==> config.mk <==
export PLATFORM = sky130hd
export DESIGN_NAME = programmable_crc_encode_check
export DESIGN_NICKNAME = d
export VERILOG_FILES = /design/src/hdl/crcpe_pkg.sv /design/src/hdl/crcpe_queue.sv /design/src/hdl/crcpe_front.sv /design/src/hdl/crcpe_back.sv /design/src/hdl/programmable_crc_encode_check.sv
export SDC_FILE = /design/constraint.sdc
export NUM_CORES = 1
export LEC_CHECK = 0
export BUFFER_PORTS_ARGS = -buffer_cell sky130_fd_sc_hd__buf_2
export CAP_MARGIN = 15
export CORE_ASPECT_RATIO = 0.8
export CORE_UTILIZATION = 50
export CTS_CLUSTER_SIZE = 40
export DETAILED_ROUTE_END_ITERATION = 8
export PLACE_DENSITY_LB_ADDON = 0.25
export SETUP_SLACK_MARGIN = 0.2
export SYNTH_ARGS = -nofsm -noshare
export SYNTH_HDL_FRONTEND = slang
export SYNTH_SLANG_ARGS = --single-unit
==> constraint.sdc <==
create_clock -name clk -period 5.3 [get_ports clk]
set_clock_uncertainty 0.1 [all_clocks]
set_input_delay 0.265 -clock clk [delete_from_list [all_inputs] [get_ports clk]]
set_output_delay 0.265 -clock clk [all_outputs]
set_load 0.01 [all_outputs]
==> src/hdl/crcpe_pkg.sv <==
// crcpe_pkg: shared types and constants of the programmable crc encoder/checker
// no dependencies; used by crcpe_front, crcpe_queue, crcpe_back and the top level

package crcpe_pkg;

  // configuration register indexes
  localparam int CFG_IDX_W = 2;
  localparam logic [CFG_IDX_W-1:0] REG_GEN_LOW = 2'd0;
  localparam logic [CFG_IDX_W-1:0] REG_GEN_DEG = 2'd1;
  localparam logic [CFG_IDX_W-1:0] REG_CHK_MODE = 2'd2;

  localparam int GEN_LOW_W = 32;
  localparam int GEN_DEG_W = 6;
  localparam logic [GEN_LOW_W-1:0] GEN_LOW_RST = 32'h04C1_1DB7;
  localparam logic [GEN_DEG_W-1:0] GEN_DEG_RST = 6'd32;

  // job queue between front and back
  localparam int Q_DEPTH = 4;
  localparam int Q_AW = $clog2(Q_DEPTH);
  localparam int Q_CW = $clog2(Q_DEPTH + 1);

  typedef enum logic [1:0] {
    JOB_ECHO      = 2'd0,  // plain echo of a message bit
    JOB_ECHO_TAIL = 2'd1,  // echo of the final bit, remainder tail follows
    JOB_VERDICT   = 2'd2   // check result at the final bit
  } job_kind_t;

  typedef struct packed {
    job_kind_t kind;
    logic      data_bit;  // message bit for echoes, pass flag for a verdict
  } job_ctl_t;

  localparam int JOB_CTL_W = $bits(job_ctl_t);

endpackage

==> src/hdl/crcpe_queue.sv <==
// crcpe_queue: small register queue of jobs between front and back
// depends on crcpe_pkg for depth constants

module crcpe_queue #(
  parameter int WIDTH = 8
) (
  input  logic             clk,
  input  logic             rst_n,
  input  logic             push,
  input  logic [WIDTH-1:0] push_data,
  output logic             full,
  input  logic             pop,
  output logic [WIDTH-1:0] head_data,
  output logic             empty
);

  logic [WIDTH-1:0] slot_r [crcpe_pkg::Q_DEPTH];
  logic [crcpe_pkg::Q_AW-1:0] wr_ptr_r, wr_ptr_nxt;
  logic [crcpe_pkg::Q_AW-1:0] rd_ptr_r, rd_ptr_nxt;
  logic [crcpe_pkg::Q_CW-1:0] count_r, count_nxt;

  assign full = (count_r == crcpe_pkg::Q_CW'(crcpe_pkg::Q_DEPTH));
  assign empty = (count_r == '0);
  assign head_data = slot_r[rd_ptr_r];

  always_comb begin
    wr_ptr_nxt = push ? wr_ptr_r + 1'b1 : wr_ptr_r;
    rd_ptr_nxt = pop ? rd_ptr_r + 1'b1 : rd_ptr_r;
    count_nxt = count_r;
    if (push && !pop) begin
      count_nxt = count_r + 1'b1;
    end else if (pop && !push) begin
      count_nxt = count_r - 1'b1;
    end
  end

  always_ff @(posedge clk) begin
    if (!rst_n) begin
      wr_ptr_r <= '0;
      rd_ptr_r <= '0;
      count_r <= '0;
    end else begin
      wr_ptr_r <= wr_ptr_nxt;
      rd_ptr_r <= rd_ptr_nxt;
      count_r <= count_nxt;
    end
  end

  always_ff @(posedge clk) begin
    if (push) begin
      slot_r[wr_ptr_r] <= push_data;
    end
  end

endmodule

==> src/hdl/crcpe_front.sv <==
// crcpe_front: accepts message bits, runs the remainder register, classifies jobs
// depends on crcpe_pkg for job types and register widths

module crcpe_front #(
  parameter int MAX_DEGREE = 32,
  parameter int DW = 6,
  parameter int QW = 8
) (
  input  logic                              clk,
  input  logic                              rst_n,
  input  logic                              in_valid,
  output logic                              in_ready,
  input  logic                              msg_bit,
  input  logic                              fin_bit,
  input  logic [crcpe_pkg::GEN_LOW_W-1:0]   gen_low,
  input  logic [crcpe_pkg::GEN_DEG_W-1:0]   gen_deg,
  input  logic                              chk_mode,
  input  logic                              q_full,
  output logic                              q_push,
  output logic [QW-1:0]                     q_data
);

  logic [MAX_DEGREE-1:0] rem_r, rem_nxt;
  logic [MAX_DEGREE-1:0] ones, mask, poly, rem_m, shifted, div_res;
  logic [DW-1:0]         deg_eff;
  logic                  top, accept, fb;
  crcpe_pkg::job_ctl_t   ctl;

  // effective degree: zero counts as one, capped at MAX_DEGREE
  always_comb begin
    if (gen_deg == '0) begin
      deg_eff = DW'(1);
    end else if (32'(gen_deg) > 32'(MAX_DEGREE)) begin
      deg_eff = DW'(MAX_DEGREE);
    end else begin
      deg_eff = DW'(gen_deg);
    end
  end

  assign ones = '1;
  assign mask = ones >> (DW'(MAX_DEGREE) - deg_eff);
  assign poly = MAX_DEGREE'(gen_low) & mask;
  assign rem_m = rem_r & mask;
  // bit d-1 is the highest bit of the mask
  assign top = |(rem_m & (mask ^ (mask >> 1)));
  assign shifted = rem_m << 1;

  always_comb begin
    if (chk_mode) begin
      fb = top;
      div_res = (shifted | MAX_DEGREE'(msg_bit)) & mask;
    end else begin
      fb = top ^ msg_bit;
      div_res = shifted & mask;
    end
  end

  assign rem_nxt = div_res ^ ({MAX_DEGREE{fb}} & poly);

  assign in_ready = !q_full;
  assign accept = in_valid && !q_full;

  always_comb begin
    ctl.data_bit = msg_bit;
    if (chk_mode) begin
      ctl.kind = crcpe_pkg::JOB_VERDICT;
      ctl.data_bit = (rem_nxt == '0);
    end else if (fin_bit) begin
      ctl.kind = crcpe_pkg::JOB_ECHO_TAIL;
    end else begin
      ctl.kind = crcpe_pkg::JOB_ECHO;
    end
  end

  // check mode only reports at the final bit
  assign q_push = accept && (!chk_mode || fin_bit);
  assign q_data = {rem_nxt, deg_eff, ctl};

  always_ff @(posedge clk) begin
    if (!rst_n) begin
      rem_r <= '0;
    end else if (accept) begin
      rem_r <= fin_bit ? '0 : rem_nxt;
    end
  end

endmodule

==> src/hdl/crcpe_back.sv <==
// crcpe_back: turns queued jobs into result transfers, shifts out remainder tails
// depends on crcpe_pkg for job types

module crcpe_back #(
  parameter int MAX_DEGREE = 32,
  parameter int DW = 6,
  parameter int QW = 8
) (
  input  logic          clk,
  input  logic          rst_n,
  input  logic          q_empty,
  input  logic [QW-1:0] q_data,
  output logic          q_pop,
  output logic          out_valid,
  input  logic          out_ready,
  output logic          code_bit,
  output logic          is_verdict,
  output logic          check_passed,
  output logic          end_of_run
);

  logic [MAX_DEGREE-1:0] job_rem;
  logic [DW-1:0]         job_deg;
  crcpe_pkg::job_ctl_t   job_ctl;

  logic [MAX_DEGREE-1:0] tail_r, tail_nxt;
  logic [DW-1:0]         tail_cnt_r, tail_cnt_nxt;
  logic                  valid_r, valid_nxt;
  logic                  code_r, code_nxt;
  logic                  verd_r, verd_nxt;
  logic                  pass_r, pass_nxt;
  logic                  last_r, last_nxt;
  logic                  load_ok;

  assign {job_rem, job_deg, job_ctl} = q_data;

  assign load_ok = !valid_r || out_ready;
  assign q_pop = load_ok && (tail_cnt_r == '0) && !q_empty;

  always_comb begin
    tail_nxt = tail_r;
    tail_cnt_nxt = tail_cnt_r;
    valid_nxt = valid_r;
    code_nxt = code_r;
    verd_nxt = verd_r;
    pass_nxt = pass_r;
    last_nxt = last_r;
    if (load_ok) begin
      valid_nxt = 1'b0;
      if (tail_cnt_r != '0) begin
        // remainder tail, most significant bit first
        valid_nxt = 1'b1;
        code_nxt = tail_r[MAX_DEGREE-1];
        verd_nxt = 1'b0;
        pass_nxt = 1'b0;
        last_nxt = (tail_cnt_r == DW'(1));
        tail_nxt = tail_r << 1;
        tail_cnt_nxt = tail_cnt_r - 1'b1;
      end else if (!q_empty) begin
        valid_nxt = 1'b1;
        unique case (job_ctl.kind)
          crcpe_pkg::JOB_ECHO: begin
            code_nxt = job_ctl.data_bit;
            verd_nxt = 1'b0;
            pass_nxt = 1'b0;
            last_nxt = 1'b0;
          end
          crcpe_pkg::JOB_ECHO_TAIL: begin
            code_nxt = job_ctl.data_bit;
            verd_nxt = 1'b0;
            pass_nxt = 1'b0;
            last_nxt = 1'b0;
            // left-align so the top remainder bit leaves first
            tail_nxt = job_rem << (DW'(MAX_DEGREE) - job_deg);
            tail_cnt_nxt = job_deg;
          end
          crcpe_pkg::JOB_VERDICT: begin
            code_nxt = 1'b0;
            verd_nxt = 1'b1;
            pass_nxt = job_ctl.data_bit;
            last_nxt = 1'b1;
          end
          default: begin
            valid_nxt = 1'b0;
          end
        endcase
      end
    end
  end

  always_ff @(posedge clk) begin
    if (!rst_n) begin
      valid_r <= 1'b0;
      tail_cnt_r <= '0;
    end else begin
      valid_r <= valid_nxt;
      tail_cnt_r <= tail_cnt_nxt;
    end
  end

  always_ff @(posedge clk) begin
    tail_r <= tail_nxt;
    code_r <= code_nxt;
    verd_r <= verd_nxt;
    pass_r <= pass_nxt;
    last_r <= last_nxt;
  end

  assign out_valid = valid_r;
  assign code_bit = code_r;
  assign is_verdict = verd_r;
  assign check_passed = pass_r;
  assign end_of_run = last_r;

endmodule

==> src/hdl/programmable_crc_encode_check.sv <==
// programmable_crc_encode_check: top level of the bit-serial programmable crc
// depends on crcpe_pkg, crcpe_front, crcpe_queue and crcpe_back
//
// channel   dir  handshake          payload
// in_       in   tvalid/tready      tdata[0] message_bit, tlast final_bit
// out_      out  tvalid/tready      tdata[0] code_bit, tdata[1] check_passed,
//                                   tuser is_verdict, tlast end_of_run
// cfg_      in   we (no ready)      index selects register, wdata up to 32 bits
//
// one input transfer per cycle while the job queue is not full; the remainder register in the front updates
// once per accepted bit
// encode: one result per bit, the final bit adds D tail results shifted out
// of the back's tail register, one per cycle while out_tready is high
// the input keeps flowing during a tail until the 4-entry job queue fills
// synchronous active-low reset; no memory, so no clearing pass is needed
// out_tvalid is registered and holds under backpressure

module programmable_crc_encode_check #(
  parameter int MAX_DEGREE = 32
) (
  input  logic                                clk,
  input  logic                                rst_n,
  // input stream
  input  logic                                in_tvalid,
  output logic                                in_tready,
  input  logic [7:0]                          in_tdata,   // [0] message_bit, [7:1] zero
  input  logic                                in_tlast,
  // result stream
  output logic                                out_tvalid,
  input  logic                                out_tready,
  output logic [7:0]                          out_tdata,  // [0] code_bit, [1] check_passed
  output logic                                out_tuser,  // [0] is_verdict
  output logic                                out_tlast,
  // configuration writes
  input  logic                                cfg_we,
  input  logic [crcpe_pkg::CFG_IDX_W-1:0]     cfg_index,
  input  logic [crcpe_pkg::GEN_LOW_W-1:0]     cfg_wdata
);

  localparam int DW = $clog2(MAX_DEGREE + 1);
  localparam int QW = MAX_DEGREE + DW + crcpe_pkg::JOB_CTL_W;

  // configuration registers
  logic [crcpe_pkg::GEN_LOW_W-1:0] gen_low_r;
  logic [crcpe_pkg::GEN_DEG_W-1:0] gen_deg_r;
  logic                            chk_mode_r;

  always_ff @(posedge clk) begin
    if (!rst_n) begin
      gen_low_r <= crcpe_pkg::GEN_LOW_RST;
      gen_deg_r <= crcpe_pkg::GEN_DEG_RST;
      chk_mode_r <= 1'b0;
    end else if (cfg_we) begin
      unique case (cfg_index)
        crcpe_pkg::REG_GEN_LOW:  gen_low_r <= cfg_wdata;
        crcpe_pkg::REG_GEN_DEG:  gen_deg_r <= cfg_wdata[crcpe_pkg::GEN_DEG_W-1:0];
        crcpe_pkg::REG_CHK_MODE: chk_mode_r <= cfg_wdata[0];
        default: begin
        end
      endcase
    end
  end

  // front to queue
  logic          q_push, q_full, q_pop, q_empty;
  logic [QW-1:0] q_wdata, q_head;

  crcpe_front #(
    .MAX_DEGREE (MAX_DEGREE),
    .DW         (DW),
    .QW         (QW)
  ) u_front (
    .clk      (clk),
    .rst_n    (rst_n),
    .in_valid (in_tvalid),
    .in_ready (in_tready),
    .msg_bit  (in_tdata[0]),
    .fin_bit  (in_tlast),
    .gen_low  (gen_low_r),
    .gen_deg  (gen_deg_r),
    .chk_mode (chk_mode_r),
    .q_full   (q_full),
    .q_push   (q_push),
    .q_data   (q_wdata)
  );

  crcpe_queue #(
    .WIDTH (QW)
  ) u_queue (
    .clk       (clk),
    .rst_n     (rst_n),
    .push      (q_push),
    .push_data (q_wdata),
    .full      (q_full),
    .pop       (q_pop),
    .head_data (q_head),
    .empty     (q_empty)
  );

  logic code_bit, is_verdict, check_passed, end_of_run;

  crcpe_back #(
    .MAX_DEGREE (MAX_DEGREE),
    .DW         (DW),
    .QW         (QW)
  ) u_back (
    .clk          (clk),
    .rst_n        (rst_n),
    .q_empty      (q_empty),
    .q_data       (q_head),
    .q_pop        (q_pop),
    .out_valid    (out_tvalid),
    .out_ready    (out_tready),
    .code_bit     (code_bit),
    .is_verdict   (is_verdict),
    .check_passed (check_passed),
    .end_of_run   (end_of_run)
  );

  assign out_tdata = {6'b0, check_passed, code_bit};
  assign out_tuser = is_verdict;
  assign out_tlast = end_of_run;

  // a verdict always closes its run and carries no code bit
  a_verdict_closes_run: assert property (@(posedge clk) disable iff (!rst_n)
    out_tvalid && out_tuser |-> out_tlast && !out_tdata[0])
    else $error("verdict transfer without end of run or with a code bit");

  // encode results never claim a passed check
  a_no_pass_in_encode: assert property (@(posedge clk) disable iff (!rst_n)
    out_tvalid && !out_tuser |-> !out_tdata[1])
    else $error("check_passed set on an encode transfer");

  // nothing is presented right after reset
  a_idle_after_reset: assert property (@(posedge clk)
    !rst_n |=> !out_tvalid)
    else $error("result valid directly after reset");

  // the queue accepts nothing when it reports full
  a_no_push_when_full: assert property (@(posedge clk) disable iff (!rst_n)
    q_full |-> !q_push && !in_tready)
    else $error("job pushed into a full queue");

endmodule
# Word-level counts from Yosys, hierarchy flattened
# Memory sizes are Yosys's and may differ from the RTL's. A register that Yosys moved wholly into a read port is not among the register bits.
# Cells that the tools add are included.
# word_totals
ramBits,164
mem_count,1
input_bits,48
elab_cells,106
out_inout_bits,12
ff_bits,121
# classes
magnitude_cmp,1
add_sub_neg,7
n_eq_ne,7
n_shift,2
mux,31
bitwise_logic,10
reduce_logical,32
# memory_table
name,depth,word_bits,read_ports,rd_clocked_by_memory_dff,wr,line,source
u_queue.slot_r,4,41,1,1,1,crcpe_queue.sv:17,logic [WIDTH-1:0] slot_r [crcpe_pkg::Q_DEPTH];
# op_table
op,n
$and 32x32->32,6
$mux 32,5
$logic_not 32->1,1
$or 32x1->32,1
$reduce_or 32->1,1
$shl 32x6->32,1
$shr 32x6->32 const A,1
$xor 32x31->32,1
$xor 32x32->32,1
$mux 6,5
$mux 1,13
$logic_not 6->1,2
$sub 6x6->6 const A,2
$eq 6x1->1 const B,1
$gt 6x6->1 const B,1
$logic_and 1x1->1,6
$logic_not 1->1,6
$mux 2,3
$mux 3,2
$pmux 1 s2,3
$reduce_and 2->1,3
$reduce_and 3->1,2
$reduce_bool 6->1,1
$sub 6x1->6 const B,1
other kinds (15),21

# Longest topological paths before layout
# logic_depth
depth_word,14
mapped_depth,21
depth_no_buf,16

# By module
# A second synthesis with hierarchy kept.
# unflattened
hier_cells,1193
hier_area_um2,14721.6
# modules_own_cells
mod,instances,cells_each,seq_area_each_um2,area_each_um2
crcpe_queue,1,258,5104.9,6412.4
crcpe_back,1,337,1221.2,3560.9
crcpe_front,1,420,640.6,3042.9
programmable_crc_encode_check,1,178,780.7,1705.4

# Least setup slack after synthesis
# Ideal clock, no wire load.
# synth_path
path_kind,reg-to-reg
start,reg gen_deg_r[2] (netlist bit)
end,"mem u_queue.slot_r[0][0] (netlist bit), data pin"
path_stages_with_launch,20
required_time_ns,5.054
path_buffers,3
period_less_slack_ns,4.579
slack_ns,0.721
setup_time_ns,0.146
arrival_ns,4.333
cell_sequence,dfxtp_1 > buf_6 > nor4_1 > nor2_1 > nor2_1 > inv_1 > ha_1 > buf_4 > nor3b_2 > xnor2_1 > nor4_1 > a41oi_1 > nand4_1 > o41ai_4 > clkbuf_1 > o211ai_1 > xnor2_1 > a2111o_1 > nor4_1 > a31o_1
# synth_between
elab_chain_cells,14
word_cells_on_any_way,21
cone_classes,add/sub (1); order compare (1); shift (1); mux (5); bitwise (10); reduce/logical (3)
# synth_rtl
item,line,source
"start, declared",programmable_crc_encode_check.sv:45,logic [crcpe_pkg::GEN_DEG_W-1:0] gen_deg_r;
"start signal, assigned",programmable_crc_encode_check.sv:51,gen_deg_r <= crcpe_pkg::GEN_DEG_RST;
"start signal, assigned",programmable_crc_encode_check.sv:56,crcpe_pkg::REG_GEN_DEG: gen_deg_r <= cfg_wdata[crcpe_pkg::GEN_DEG_W-1:0];
$gt 6x6->1,crcpe_front.sv:33,end else if (32'(gen_deg) > 32'(MAX_DEGREE)) begin
$mux 6,crcpe_front.sv:33,
$mux 6 *,crcpe_front.sv:31,if (gen_deg == '0) begin
net q_wdata[3],programmable_crc_encode_check.sv:66,"logic [QW-1:0] q_wdata, q_head;"
$sub 6x6->6 *,crcpe_front.sv:41,assign mask = ones >> (DW'(MAX_DEGREE) - deg_eff);
$shr 32x6->32 *,crcpe_front.sv:41,
$and 32x32->32 or $xor 32x31->32 (tied branches),"crcpe_front.sv:43, crcpe_front.sv:45",
$and 32x32->32,crcpe_front.sv:45,assign top = |(rem_m & (mask ^ (mask >> 1)));
$reduce_or 32->1,crcpe_front.sv:45,
$xor 1x1->1,crcpe_front.sv:53,fb = top ^ msg_bit;
$mux 1,crcpe_front.sv:49,if (chk_mode) begin
$and 32x32->32,crcpe_front.sv:58,assign rem_nxt = div_res ^ ({MAX_DEGREE{fb}} & poly);
$xor 32x32->32 *,crcpe_front.sv:58,
$logic_not 32->1 *,crcpe_front.sv:67,ctl.data_bit = (rem_nxt == '0);
$mux 1 *,crcpe_front.sv:65,if (chk_mode) begin
net q_wdata[0],programmable_crc_encode_check.sv:66,
"end, declared",crcpe_queue.sv:17,
# The timed path passes the listed nets; every way through them passes the cells marked *.

# Worst setup path after layout
# layout_path
start,reg gen_deg_r[1] (netlist bit)
end,"mem u_queue.slot_r[2][0] (netlist bit), data pin"
# layout_between
elab_chain_cells,14
word_cells_on_any_way,21
cone_classes,add/sub (1); order compare (1); shift (1); mux (5); bitwise (10); reduce/logical (3)
# layout_rtl
item,line
$gt 6x6->1,crcpe_front.sv:33
$mux 6,crcpe_front.sv:33
$mux 6 *,crcpe_front.sv:31
net q_wdata[3],programmable_crc_encode_check.sv:66
$sub 6x6->6 *,crcpe_front.sv:41
$shr 32x6->32 *,crcpe_front.sv:41
$and 32x32->32 or $xor 32x31->32 (tied branches),"crcpe_front.sv:43, crcpe_front.sv:45"
$and 32x32->32,crcpe_front.sv:45
$reduce_or 32->1,crcpe_front.sv:45
$xor 1x1->1,crcpe_front.sv:53
$mux 1,crcpe_front.sv:49
$and 32x32->32,crcpe_front.sv:58
$xor 32x32->32 *,crcpe_front.sv:58
net q_wdata[39],programmable_crc_encode_check.sv:66
$logic_not 32->1 *,crcpe_front.sv:67
$mux 1 *,crcpe_front.sv:65
net q_wdata[0],programmable_crc_encode_check.sv:66
# Marks and branches as above.

==> results.yml <==
routing:
  drt-total-wl_um: 35100
  post_drt_wl_per_cell_um: 20.2
  via_per_inst: 5.88
  drt_iter0_markers: 976
  drc: 0
  via_count: 10200
  firstDrtPassIters: 5
  ant_nets: 0
worst_setup_path:
  critPathMaxFanout: 13
  slowest_delay_ns: 0.59
  path_class: "reg2reg"
  crit_top_cell: "buf_4"
  path_cells: "nor4_1 > nor2_1 > nor2_1 > inv_1 > ha_1 > buf_4 > xnor2_4 > buf_4 > a221oi_1 > a211o_1 > nand4_1 > buf_4 > or4_1 > o211ai_1 > o2bb2ai_1 > a2111oi_2 > buf_4 > and4_1 > a31o_2"
  path_buf_inv: 5
  worst_setup_path_start_kind: "flip-flop"
  critPathTopFamily: "simple AND/OR/NAND/NOR gates"
  end_kind: "flip-flop"
  arrival_ns: 5.14
  cp_data_required_time_ns: 5.60
  slowest_stage: "or4_1"
timing:
  slew_viol_final: 0
  slew_headroom_pct: 39.4
  rsz0062_at_grt: "false"
  hold_ws_ns: 0.0347
  period_share_pct: 91.3
  max_freq_mhz: 207
  setup_ws_ns: 0.459
  hold_viol_final: 0
  fin_crit_ns: 4.84
  setup_viol: 0
  setup_tns_ns: 0
  worst_pin_slew_ns: 0.900
layout:
  antennaDiodeCount: 0
  final_nets: 1413
  fill_cells: 2252
  seq_area_um2: 7750
  stdcell_area_um2: 16600
  area_growth_pct: 16.3
  final_cell_count_no_fill: 1739
  fin_util_pct: 60.0
  layout-drive-gt1-share_pct: 19.9
  multi_input_area_um2: 6150
cts:
  clk_pin_slew_ns: 0.06
  cts_buffers: 29
  cts-htree-levels: 1
  cts_tree: "yes"
  cts.sinks: 287
  insertion_delay_ns: 0.56
  ctsRootBufferMaster: "clkbuf_16"
  cts.path.max_buffers: 3
global_routing:
  grt_max_degree: 52
  overflow: 0
  grt_usage_pct: 24.5
  antenna_found_initial: 0
  first_global_vias: 9626
  grt_first_pass_wirelength_um: 55500
power:
  vdd_drop_max_uv: 406
  pwr_density_cell_nw_per_um2: 519
  p_leak_nw: 6.26
  power_mw: 8.61
place:
  pre_cts_ws_ns: 0.237
  port_buffers: 46
  place_area_um2: 15200
  gp_congestion: 0.932
  dp_hpwl_um: 24700
  place_inst: 1650
floorplanning:
  initial_core_util_pct: 51.6
  ios: 60
  coreArea_um2: 27600
  dieHeight_um: 153
  fp-row-count: 54
  die_w_um: 191
  dieArea_um2: 29200
job:
  max_cap_viol_count: 0
run_status:
  status: "finished clean"
logic_synthesis:
  yosysWarnings: 0
  synth_ff_type: "edfxtp_1"
  synth_top_area_cell: "edfxtp_1"
  avgSynthCellArea_um2: 11.4
  synthCells: 1251
  async_flop_share_pct: 0
  synth.top_cell.area_share_pct: 42.1
  ys_seq_area_share_pct: 54.3
  synth-seq-cells: 287
  synthTopCellsByArea: "edfxtp_1, dfxtp_1, mux4_2"
  synth_area_um2: 14300
  yosysUniqueCellTypes: 81
  synth_edf_count: 200
min_path:
  hold_path.class: "in2reg"
==> worst paths after layout <==
kind                                     from                    to  slack, ns  cells past startpoint
worst max-delay path             gen_deg_r[1]  u_queue.slot_r[2][0]       0.46                     19
worst min-delay path                   cfg_we            chk_mode_r       0.03                      4
worst max register to register   gen_deg_r[1]  u_queue.slot_r[2][0]       0.46                     19
worst min register to register  gen_low_r[17]         gen_low_r[17]       0.37                      2
==> flip-flops by register name, indices dropped and copies added, names as in the netlist, 2 cells and up, named ones only <==
register	cells
gen_deg_r	6
gen_low_r	32
u_back.tail_cnt_r	6
u_queue.wr_ptr_r	2
u_queue.rd_ptr_r	2
u_queue.count_r	3
u_back.tail_r	32
u_queue.slot_r	164
u_front.rem_r	32
==> where the power goes <==
part	internal, mW	switching [mW]	total, mW
clock	1.19	0.885	2.08
sequential	2.89	0.153	3.04
combinational	1.30	2.19	3.49
==> logic make-up (layout without fill, tap and decap cells) <==
family,after synthesis,in the layout,synth area share [%]
simple gates,429,429,14.3
flops,287,287,54.3
compound gates,264,264,12.9
mux,122,122,12.3
buf+inv,113,232,3.43
xor+xnor,23,23,1.60
fa+ha+maj,12,12,1.11
other cells,1,6,0.0263
==> timing repair <==
item / in CTS / in global routing
setup buffers: 0 / 3
setup endpoints to repair: 4 / 4
hold endpoints to repair: 40 / 0
gates resized for setup: 3 / 10
pin swaps: 0 / 2
hold buffers: 33 / 0
==> tightest hold or removal path, cell delays in order <==
cell and delay, ns:
buf_2 0.12, nand3b_1 0.09, mux2i_1 0.08, nor2b_1 0.10
==> cells in the mapped netlist (4+ instances only) <==
cell / number
and2_1: 22
edfxtp_1: 200
or2_2: 4
nor2_1: 90
a211oi_1: 6
a22oi_1: 32
nand4_1: 5
or3_1: 8
mux4_2: 41
clkbuf_1: 62
buf_4: 10
xor2_1: 10
inv_1: 19
nand2_1: 177
mux2i_1: 62
dfxtp_1: 87
a221oi_1: 4
nand3_1: 30
a21oi_1: 37
xnor2_1: 11
a31oi_1: 6
buf_2: 10
o221ai_1: 11
nand2b_1: 6
nor2b_1: 48
ha_1: 11
a21boi_0: 22
nand3b_1: 6
buf_1: 9
nor3_1: 4
mux2_2: 19
a311oi_1: 4
o211ai_1: 18
o21ai_0: 69
nor4_1: 10
and3_1: 4
o211a_1: 14
==> cells in the final DEF, fill, tap and decap left out, types with 5 or more instances in the layout <==
master         instances
edfxtp_1             200
nand2_1              177
nor2_1                89
dfxtp_1               85
buf_4                 78
o21ai_0               69
mux2i_1               62
nor2b_1               48
buf_2                 46
mux4_2                41
a21oi_1               37
dlygate4sd3_1         33
a22oi_1               32
nand3_1               30
clkbuf_16             30
a21boi_0              22
inv_1                 19
mux2_2                19
and2_1                18
o211ai_1              18
o211a_1               14
o221ai_1              11
ha_1                  11
xor2_1                 9
nor4_1                 8
or3_1                  8
xnor2_1                8
clkinv_2               7
nand2b_1               6
a31oi_1                6
nand3b_1               6
conb_1                 6
a211oi_1               5
nand4_1                5
==> cell type report <==
cell class,count,share of cell area (%)
Timing Repair Buffer,159,7.15
Inverter,20,0.453
Clock buffer,36,4.90
Clock inverter,17,0.943
Tap cell,364,2.75
Multi-Input combinational cell,856,37.1
Sequential cell,287,46.7
==> routing by layer <==
layer  global-route usage (%)  vias up  share of wire (%)
li1                         -     4845                  -
met1                     37.7     5025                 48
met2                     36.6      314                 44
met3                     3.88       41                6.8
met4                     4.42        0                1.5
met5                        0        -                  0
Power figures use the tool's default switching activity.
